<file path="config.mk">
export PLATFORM = sky130hd
export DESIGN_NAME = ordered_key_value_table
export DESIGN_NICKNAME = d
export VERILOG_FILES = /design/src/rtl/okvt_pkg.sv /design/src/rtl/okvt_ctrl.sv /design/src/rtl/okvt_dp.sv /design/src/rtl/ordered_key_value_table.sv
export SDC_FILE = /design/constraint.sdc
export NUM_CORES = 1
export LEC_CHECK = 0
export BUFFER_PORTS_ARGS = -buffer_cell sky130_fd_sc_hd__buf_2
export CORE_MARGIN = 5
export CORE_UTILIZATION = 25
export CTS_CLUSTER_DIAMETER = 40
export DETAILED_ROUTE_END_ITERATION = 10
export PLACE_DENSITY_LB_ADDON = 0.25
export SYNTH_ARGS = -nofsm -noshare
export SYNTH_HDL_FRONTEND = slang
export SYNTH_SLANG_ARGS = --single-unit
</file>
<file path="constraint.sdc">
create_clock -name clock -period 10.3 [get_ports clock]
set_clock_uncertainty 0.1 [all_clocks]
set_input_delay 0.515 -clock clock [delete_from_list [all_inputs] [get_ports clock]]
set_output_delay 0.515 -clock clock [all_outputs]
set_load 0.05 [all_outputs]
</file>
<file path="src/rtl/okvt_pkg.sv">
package okvt_pkg;

   localparam int TABLE_DEPTH = 16;
   localparam int IDX_W = (TABLE_DEPTH > 1) ? $clog2(TABLE_DEPTH) : 1;
   localparam int CNT_W = $clog2(TABLE_DEPTH + 1);
   localparam int DATA_W = 32;

   typedef enum logic [1:0] {
      MODE_INSERT = 2'd0,
      MODE_LOOKUP = 2'd1,
      MODE_REMOVE = 2'd2,
      MODE_CLEAR  = 2'd3
   } mode_type;

   typedef enum logic [1:0] {
      STATUS_OK        = 2'd0,
      STATUS_NOT_FOUND = 2'd1,
      STATUS_FULL      = 2'd2
   } status_type;

   // Commands from the controller to the datapath.
   typedef struct packed {
      logic       load;
      logic       clear;
      logic       append;
      logic       scan_start;
      logic       scan_next;
      logic       shift;
      logic       dec;
      logic       respond;
      logic       take_value;
      status_type status;
   } cmd_type;

   // Status from the datapath to the controller.
   typedef struct packed {
      logic empty;
      logic full;
      logic match;
      logic last;
   } flags_type;

endpackage

</file>
<file path="src/rtl/okvt_ctrl.sv">
module okvt_ctrl (
   input  logic                clock,
   input  logic                reset,
   input  logic                start,
   input  logic [1:0]          req_mode,
   input  okvt_pkg::flags_type flags,
   output okvt_pkg::cmd_type   cmd,
   output logic                busy
);

   typedef enum logic [1:0] {
      ST_IDLE,
      ST_DECODE,
      ST_SCAN,
      ST_SHIFT
   } state_type;

   state_type          state_ff, state_in;
   okvt_pkg::mode_type mode_ff, mode_in;
   logic               busy_ff, busy_in;

   always_comb begin
      state_in = state_ff;
      mode_in  = mode_ff;
      cmd      = '0;
      cmd.status = okvt_pkg::STATUS_OK;
      unique case (state_ff)
         ST_IDLE: begin
            if (start) begin
               cmd.load = 1'b1;
               mode_in  = okvt_pkg::mode_type'(req_mode);
               state_in = ST_DECODE;
            end
         end
         ST_DECODE: begin
            unique case (mode_ff) inside
               okvt_pkg::MODE_INSERT: begin
                  cmd.respond = 1'b1;
                  state_in    = ST_IDLE;
                  if (flags.full) begin
                     cmd.status = okvt_pkg::STATUS_FULL;
                  end else begin
                     cmd.append = 1'b1;
                  end
               end
               okvt_pkg::MODE_CLEAR: begin
                  cmd.clear   = 1'b1;
                  cmd.respond = 1'b1;
                  state_in    = ST_IDLE;
               end
               okvt_pkg::MODE_LOOKUP, okvt_pkg::MODE_REMOVE: begin
                  if (flags.empty) begin
                     cmd.respond = 1'b1;
                     cmd.status  = okvt_pkg::STATUS_NOT_FOUND;
                     state_in    = ST_IDLE;
                  end else begin
                     cmd.scan_start = 1'b1;
                     state_in       = ST_SCAN;
                  end
               end
               default: state_in = ST_IDLE;
            endcase
         end
         ST_SCAN: begin
            if (flags.match) begin
               if (mode_ff == okvt_pkg::MODE_LOOKUP) begin
                  cmd.respond    = 1'b1;
                  cmd.take_value = 1'b1;
                  state_in       = ST_IDLE;
               end else if (flags.last) begin
                  cmd.dec     = 1'b1;
                  cmd.respond = 1'b1;
                  state_in    = ST_IDLE;
               end else begin
                  // The entry after the match is read next and moved down.
                  cmd.scan_next = 1'b1;
                  state_in      = ST_SHIFT;
               end
            end else if (flags.last) begin
               cmd.respond = 1'b1;
               cmd.status  = okvt_pkg::STATUS_NOT_FOUND;
               state_in    = ST_IDLE;
            end else begin
               cmd.scan_next = 1'b1;
            end
         end
         ST_SHIFT: begin
            cmd.shift = 1'b1;
            if (flags.last) begin
               cmd.dec     = 1'b1;
               cmd.respond = 1'b1;
               state_in    = ST_IDLE;
            end
         end
         default: state_in = ST_IDLE;
      endcase
      busy_in = (state_in != ST_IDLE);
   end

   always_ff @(posedge clock) begin
      if (reset) begin
         state_ff <= ST_IDLE;
         mode_ff  <= okvt_pkg::MODE_INSERT;
         busy_ff  <= 1'b0;
      end else begin
         state_ff <= state_in;
         mode_ff  <= mode_in;
         busy_ff  <= busy_in;
      end
   end

   assign busy = busy_ff;

endmodule

</file>
<file path="src/rtl/okvt_dp.sv">
module okvt_dp (
   input  logic                                clock,
   input  logic                                reset,
   input  logic signed [okvt_pkg::DATA_W-1:0]  req_key,
   input  logic signed [okvt_pkg::DATA_W-1:0]  req_value,
   input  okvt_pkg::cmd_type                   cmd,
   output okvt_pkg::flags_type                 flags,
   output logic                                rsp_valid,
   output logic [1:0]                          rsp_status,
   output logic signed [okvt_pkg::DATA_W-1:0]  rsp_found_value
);

   localparam int IDX_W  = okvt_pkg::IDX_W;
   localparam int CNT_W  = okvt_pkg::CNT_W;
   localparam int DATA_W = okvt_pkg::DATA_W;

   logic [DATA_W-1:0] key_mem [okvt_pkg::TABLE_DEPTH];
   logic [DATA_W-1:0] val_mem [okvt_pkg::TABLE_DEPTH];

   logic [DATA_W-1:0] key_ff, value_ff;
   logic [DATA_W-1:0] key_rd_ff, val_rd_ff;
   logic [CNT_W-1:0]  count_ff, count_in;
   logic [CNT_W-1:0]  idx_ff, idx_in;
   logic [CNT_W:0]    idx_plus;
   logic              wr_en;
   logic [IDX_W-1:0]  wr_addr;
   logic [DATA_W-1:0] wr_key, wr_val;
   logic              rsp_valid_ff;
   logic [1:0]        rsp_status_ff;
   logic [DATA_W-1:0] rsp_value_ff;

   assign idx_plus = {1'b0, idx_ff} + {{CNT_W{1'b0}}, 1'b1};

   always_comb begin
      idx_in = idx_ff;
      if (cmd.scan_start) begin
         idx_in = '0;
      end else if (cmd.scan_next || cmd.shift) begin
         idx_in = idx_plus[CNT_W-1:0];
      end
   end

   always_comb begin
      count_in = count_ff;
      if (cmd.clear) begin
         count_in = '0;
      end else if (cmd.append) begin
         count_in = count_ff + CNT_W'(1);
      end else if (cmd.dec) begin
         count_in = count_ff - CNT_W'(1);
      end
   end

   // A shift writes the entry just read one place lower.
   always_comb begin
      wr_en   = cmd.append || cmd.shift;
      wr_addr = count_ff[IDX_W-1:0];
      wr_key  = key_ff;
      wr_val  = value_ff;
      if (cmd.shift) begin
         wr_addr = idx_ff[IDX_W-1:0] - IDX_W'(1);
         wr_key  = key_rd_ff;
         wr_val  = val_rd_ff;
      end
   end

   // Read data always belongs to the entry that idx_ff points at.
   always_ff @(posedge clock) begin
      if (wr_en) begin
         key_mem[wr_addr] <= wr_key;
         val_mem[wr_addr] <= wr_val;
      end
      key_rd_ff <= key_mem[idx_in[IDX_W-1:0]];
      val_rd_ff <= val_mem[idx_in[IDX_W-1:0]];
   end

   always_ff @(posedge clock) begin
      if (cmd.load) begin
         key_ff   <= req_key;
         value_ff <= req_value;
      end
      idx_ff <= idx_in;
      if (cmd.respond) begin
         rsp_status_ff <= cmd.status;
         rsp_value_ff  <= cmd.take_value ? val_rd_ff : '0;
      end
   end

   always_ff @(posedge clock) begin
      if (reset) begin
         count_ff     <= '0;
         rsp_valid_ff <= 1'b0;
      end else begin
         count_ff     <= count_in;
         rsp_valid_ff <= cmd.respond;
      end
   end

   assign flags.empty = (count_ff == '0);
   assign flags.full  = (count_ff == CNT_W'(okvt_pkg::TABLE_DEPTH));
   assign flags.match = (key_rd_ff == key_ff);
   assign flags.last  = (idx_plus == {1'b0, count_ff});

   assign rsp_valid       = rsp_valid_ff;
   assign rsp_status      = rsp_status_ff;
   assign rsp_found_value = rsp_value_ff;

endmodule

</file>
<file path="src/rtl/ordered_key_value_table.sv">
// Insert and clear are decided in the decode state; lookup and remove compare the
// stored entries in turn in the scan state, and a remove then moves each later
// entry down one place in the shift state. The result beat is registered.
// One item at a time: the next beat is taken at the edge that ends the result
// beat. Results cannot stall.
// Synchronous reset empties the table and drops any pending result.
module ordered_key_value_table (
   input  logic                                clock,
   input  logic                                reset,
   input  logic                                start,
   output logic                                busy,
   input  logic [1:0]                          req_mode,
   input  logic signed [okvt_pkg::DATA_W-1:0]  req_key,
   input  logic signed [okvt_pkg::DATA_W-1:0]  req_value,
   output logic                                rsp_valid,
   output logic [1:0]                          rsp_status,
   output logic signed [okvt_pkg::DATA_W-1:0]  rsp_found_value
);

   okvt_pkg::cmd_type   cmd;
   okvt_pkg::flags_type flags;

   okvt_ctrl u_ctrl (
      .clock    (clock),
      .reset    (reset),
      .start    (start),
      .req_mode (req_mode),
      .flags    (flags),
      .cmd      (cmd),
      .busy     (busy)
   );

   okvt_dp u_dp (
      .clock           (clock),
      .reset           (reset),
      .req_key         (req_key),
      .req_value       (req_value),
      .cmd             (cmd),
      .flags           (flags),
      .rsp_valid       (rsp_valid),
      .rsp_status      (rsp_status),
      .rsp_found_value (rsp_found_value)
   );

endmodule

</file>
==> results.md <==
* # H-tree levels at 4
* RePlAce Congestion at 0.732
* DP Area at 50,200 um2
* Area contributors post-synth: edfxtp_1 (72%), dfxtp_1 (3.4%), mux2i_1 (2.7%)
* Routed length per instance at 24.4 um
* Core ar. at 185,000 um2
* Status: finished clean
* Max-slew violations at 0
* Startpoint class of the critical path: flop
* Vias in the first global route at 27,378
* WL met1 at 63,300 um
* Highest metal used: met5
* Post-synth EDFFs at 1,122
* Initial antenna violation count at 11
* DP HPWL at 68,400 um
* Area Growth Syn to Fin at 21.9%
* Slew @ Worst Pin at 1.19 ns
* CTS clk-pin slew, worst paths at 0.05 ns
* Grt total ovfl at 0
* Gr usage total at 13.8%
* First-pass GRT wire length at 200,000 um
* Mean Syn Cell Area at 16.3 um2
* Initial Util at 25.2%
* Max Cap Viol at 0
* Netlist cell types at 59
* # Post-CTS Setup Buffers at 0
* Setup tns final at 0 ns
* Vias at 26,803
* Max-slew headroom at 20.6%
* Share of post-route cells with drive strength above 1 at 18.8%
* Synthesized cell area at 46,600 um2
* Critical-path cell list: xor2_1 -> nor4_1 -> nand4_1 -> or4_1 -> and4_4 -> nor2_4 -> buf_12 -> buf_4 -> mux4_2 -> a2111oi_0 -> nor3_1
* I/O Buffers at 104
* Max IR drop VDD at 0.264 mV
* Mapped Nets at 2,938
* Synth Register Bits at 1,202
* Kind of end point of the critical path: flop
* Final net count at 3,143
* Post-synth top area share at 72.2%
* Most used flip-flop cell after synthesis: edfxtp_1
* CTS Buf Count at 169
* RSZ-0062 raised after global routing: no
* Largest net degree at the start of global routing at 129
* CP arrival at 6.81 ns
* CP Class: flop to flop
* Met3 Wirelength at 6910 um
* Worst path slowest cell: or4_1
* FFs w/ async S/R, synth at 0%
* FMAX at 0.159 GHz
* Io pins at 105
* Max stage delay on crit path at 0.78 ns
* Drt drc at 0
* Power Total at 16.2 mW
* Post-route ant nets at 0
* Root Buffer: clkbuf_16
* Worst Hold Class: input port to flop
* Yosys top cell by area: edfxtp_1
* Initial DRT Pass Iterations at 5
* Cells after Synth at 2,854
* Die ar. at 195,000 um2
* Static Leakage at 18.7 nW
* Max Fanout on Critical Path at 103
* Metal2 WL at 65,900 um
* CTS tree: built
* Die X at 442 um
* Fin crit period at 6.28 ns
* Final WS setup at 4.02 ns
* Yosys warnings at 0
* Sequential area share after synthesis at 75.7%
* Place WS at 3.80 ns
* Number of core rows at 158
* Final Setup Violations at 0
* P per Cell Area at 284 nW/um2
* Total length of routed wires at 139,000 um
* CTS sink cnt at 1,202
* Skew-Pair Late Insertion Delay at 0.79 ns
* WP data required at 10.83 ns
* Vias/cell at 4.71
* Die Ht at 442 um
* Final Cycle Share at 61.0%
* Post-route cell area at 56,900 um2
* Initial drt markers at 2,307
* Final hold violation count at 0
* Clock Path Buffers at 3
-- flip-flops by register name (all words and copies together) (netlist names) --
signal,flops
u_dp.count_ff,5
u_dp.val_mem,512
u_dp.key_rd_ff,32
u_ctrl.busy,1
u_dp.idx_ff,5
u_dp.val_rd_ff,32
u_dp.rsp_valid,1
u_dp.rsp_status,2
u_dp.value_ff,32
u_ctrl.state_ff,2
u_dp.rsp_found_value,32
u_dp.key_ff,32
u_ctrl.mode_ff,2
u_dp.key_mem,512
-- logic make-up (layout without fill, tap and decap cells) --
family | Yosys count | count (layout) | share of synthesized area [%]
xor+xnor | 45 | 45 | 0.877
fa+ha+maj | 15 | 15 | 0.418
buf+inv | 218 | 569 | 1.96
compound gates | 493 | 493 | 7.88
simple gates | 636 | 636 | 6.40
flops | 1202 | 1202 | 75.7
mux | 245 | 245 | 6.80
other cells | 0 | 4 | 0
-- stage by stage --
step	hold slack, ns	util (%)	instances
floorplan	0.363	-	2854
global placement	0.397	27.1	5301
detailed placement	0.392	27.1	5301
CTS	0.0108	30.7	5685
global route	0.0742	30.7	5685
finish	0.0776	30.7	5689
-- final timing paths --
kind	start	end	slack, ns	cells after the start
worst min-delay path	start	u_ctrl.state_ff[1]	0.08	4
worst min register to register	u_ctrl.mode_ff[1]	u_ctrl.mode_ff[1]	0.40	2
worst max-delay path	u_dp.key_ff[19]	u_dp.key_rd_ff[22]	4.02	11
worst max register to register	u_dp.key_ff[19]	u_dp.key_rd_ff[22]	4.02	11
-- critical path: cells and delay by family, from the launching register on --
kind                      cells  cell delay [ns]
muxes                         1             0.60
DFF                           1             0.43
and+or+nand+nor               6             2.70
buffers and inverters         2             1.28
xor gates and xnor gates      1             0.25
AOI/OAI and AO/OA             1             0.74
-- where the power goes --
group / switching, mW / internal (mW)
Sequential: 0.171 / 5.79
Combinational: 2.80 / 1.31
Clock: 2.25 / 3.83
Total: 5.22 / 10.9
-- per-layer routing --
layer / up-vias / global-route usage, %
li1: 11839 / -
met1: 13935 / 18.8
met3: 211 / 2.58
met5: - / 0
met2: 816 / 22.7
met4: 2 / 3.63
-- cells in the final DEF, fill, tap and decap left out, types with 9 or more instances in the layout --
master / instances
dlygate4sd3_1: 67
xor2_1: 34
buf_2: 104
edfxtp_1: 1122
a32o_1: 102
o21ai_0: 124
a2111oi_0: 78
mux4_2: 51
inv_1: 14
buf_4: 61
nand2_1: 284
nor2_4: 20
clkinvlp_4: 20
nand4_1: 9
bufinv_16: 26
dfxtp_1: 80
nor4_1: 19
ha_1: 13
a21oi_1: 57
xnor2_1: 10
inv_6: 17
clkinv_2: 20
a32oi_1: 18
nor3_1: 54
clkbuf_16: 173
and2_1: 16
clkbuf_1: 20
and4_1: 9
mux2i_1: 128
and3_1: 60
clkinv_1: 17
clkbuf_8: 9
a221oi_1: 12
nor2_1: 14
mux2_2: 65
a211oi_1: 56
nand3_1: 130
-- final cells by class --
cell class | count | area [um2]
Tap cell | 2480 | 3100
Sequential cell | 1202 | 35300
Clock buffer | 202 | 4530
Antenna cell | 4 | 10.0
Timing Repair Buffer | 235 | 1710
Clock inverter | 115 | 1470
Multi-Input combinational cell | 1434 | 10700
Inverter | 17 | 76.3
Fill cell | 18369 | 129000
-- cell usage after synthesis (2+ instances only) --
master / number
a2111oi_0: 78
buf_4: 9
o2111ai_1: 7
nand2b_1: 2
a31oi_1: 7
a221oi_1: 12
a21oi_1: 58
buf_2: 31
or3_1: 2
and2_1: 16
nand4_1: 9
and3_1: 60
clkbuf_1: 153
and4_1: 10
nor2b_1: 4
o211a_1: 7
a311oi_1: 7
buf_1: 5
xor2_1: 34
nor4_1: 19
nor3_1: 55
a32o_1: 102
buf_6: 3
nand2_1: 284
mux4_2: 51
mux2i_1: 128
a211oi_1: 56
inv_1: 15
xnor2_1: 10
nor4b_1: 3
o21ai_0: 125
mux2_2: 66
a32oi_1: 18
or2_2: 4
a22oi_1: 2
ha_1: 14
nor2_1: 34
edfxtp_1: 1122
dfxtp_1: 80
a21o_1: 3
nand3_1: 130
o21ai_1: 2
-- what timing repair did --
item	4_1_cts	5_1_grt
gates resized for setup	0	0
hold buffers	67	0
hold endpoints to repair	70	0
Power figures use the tool's default switching activity.
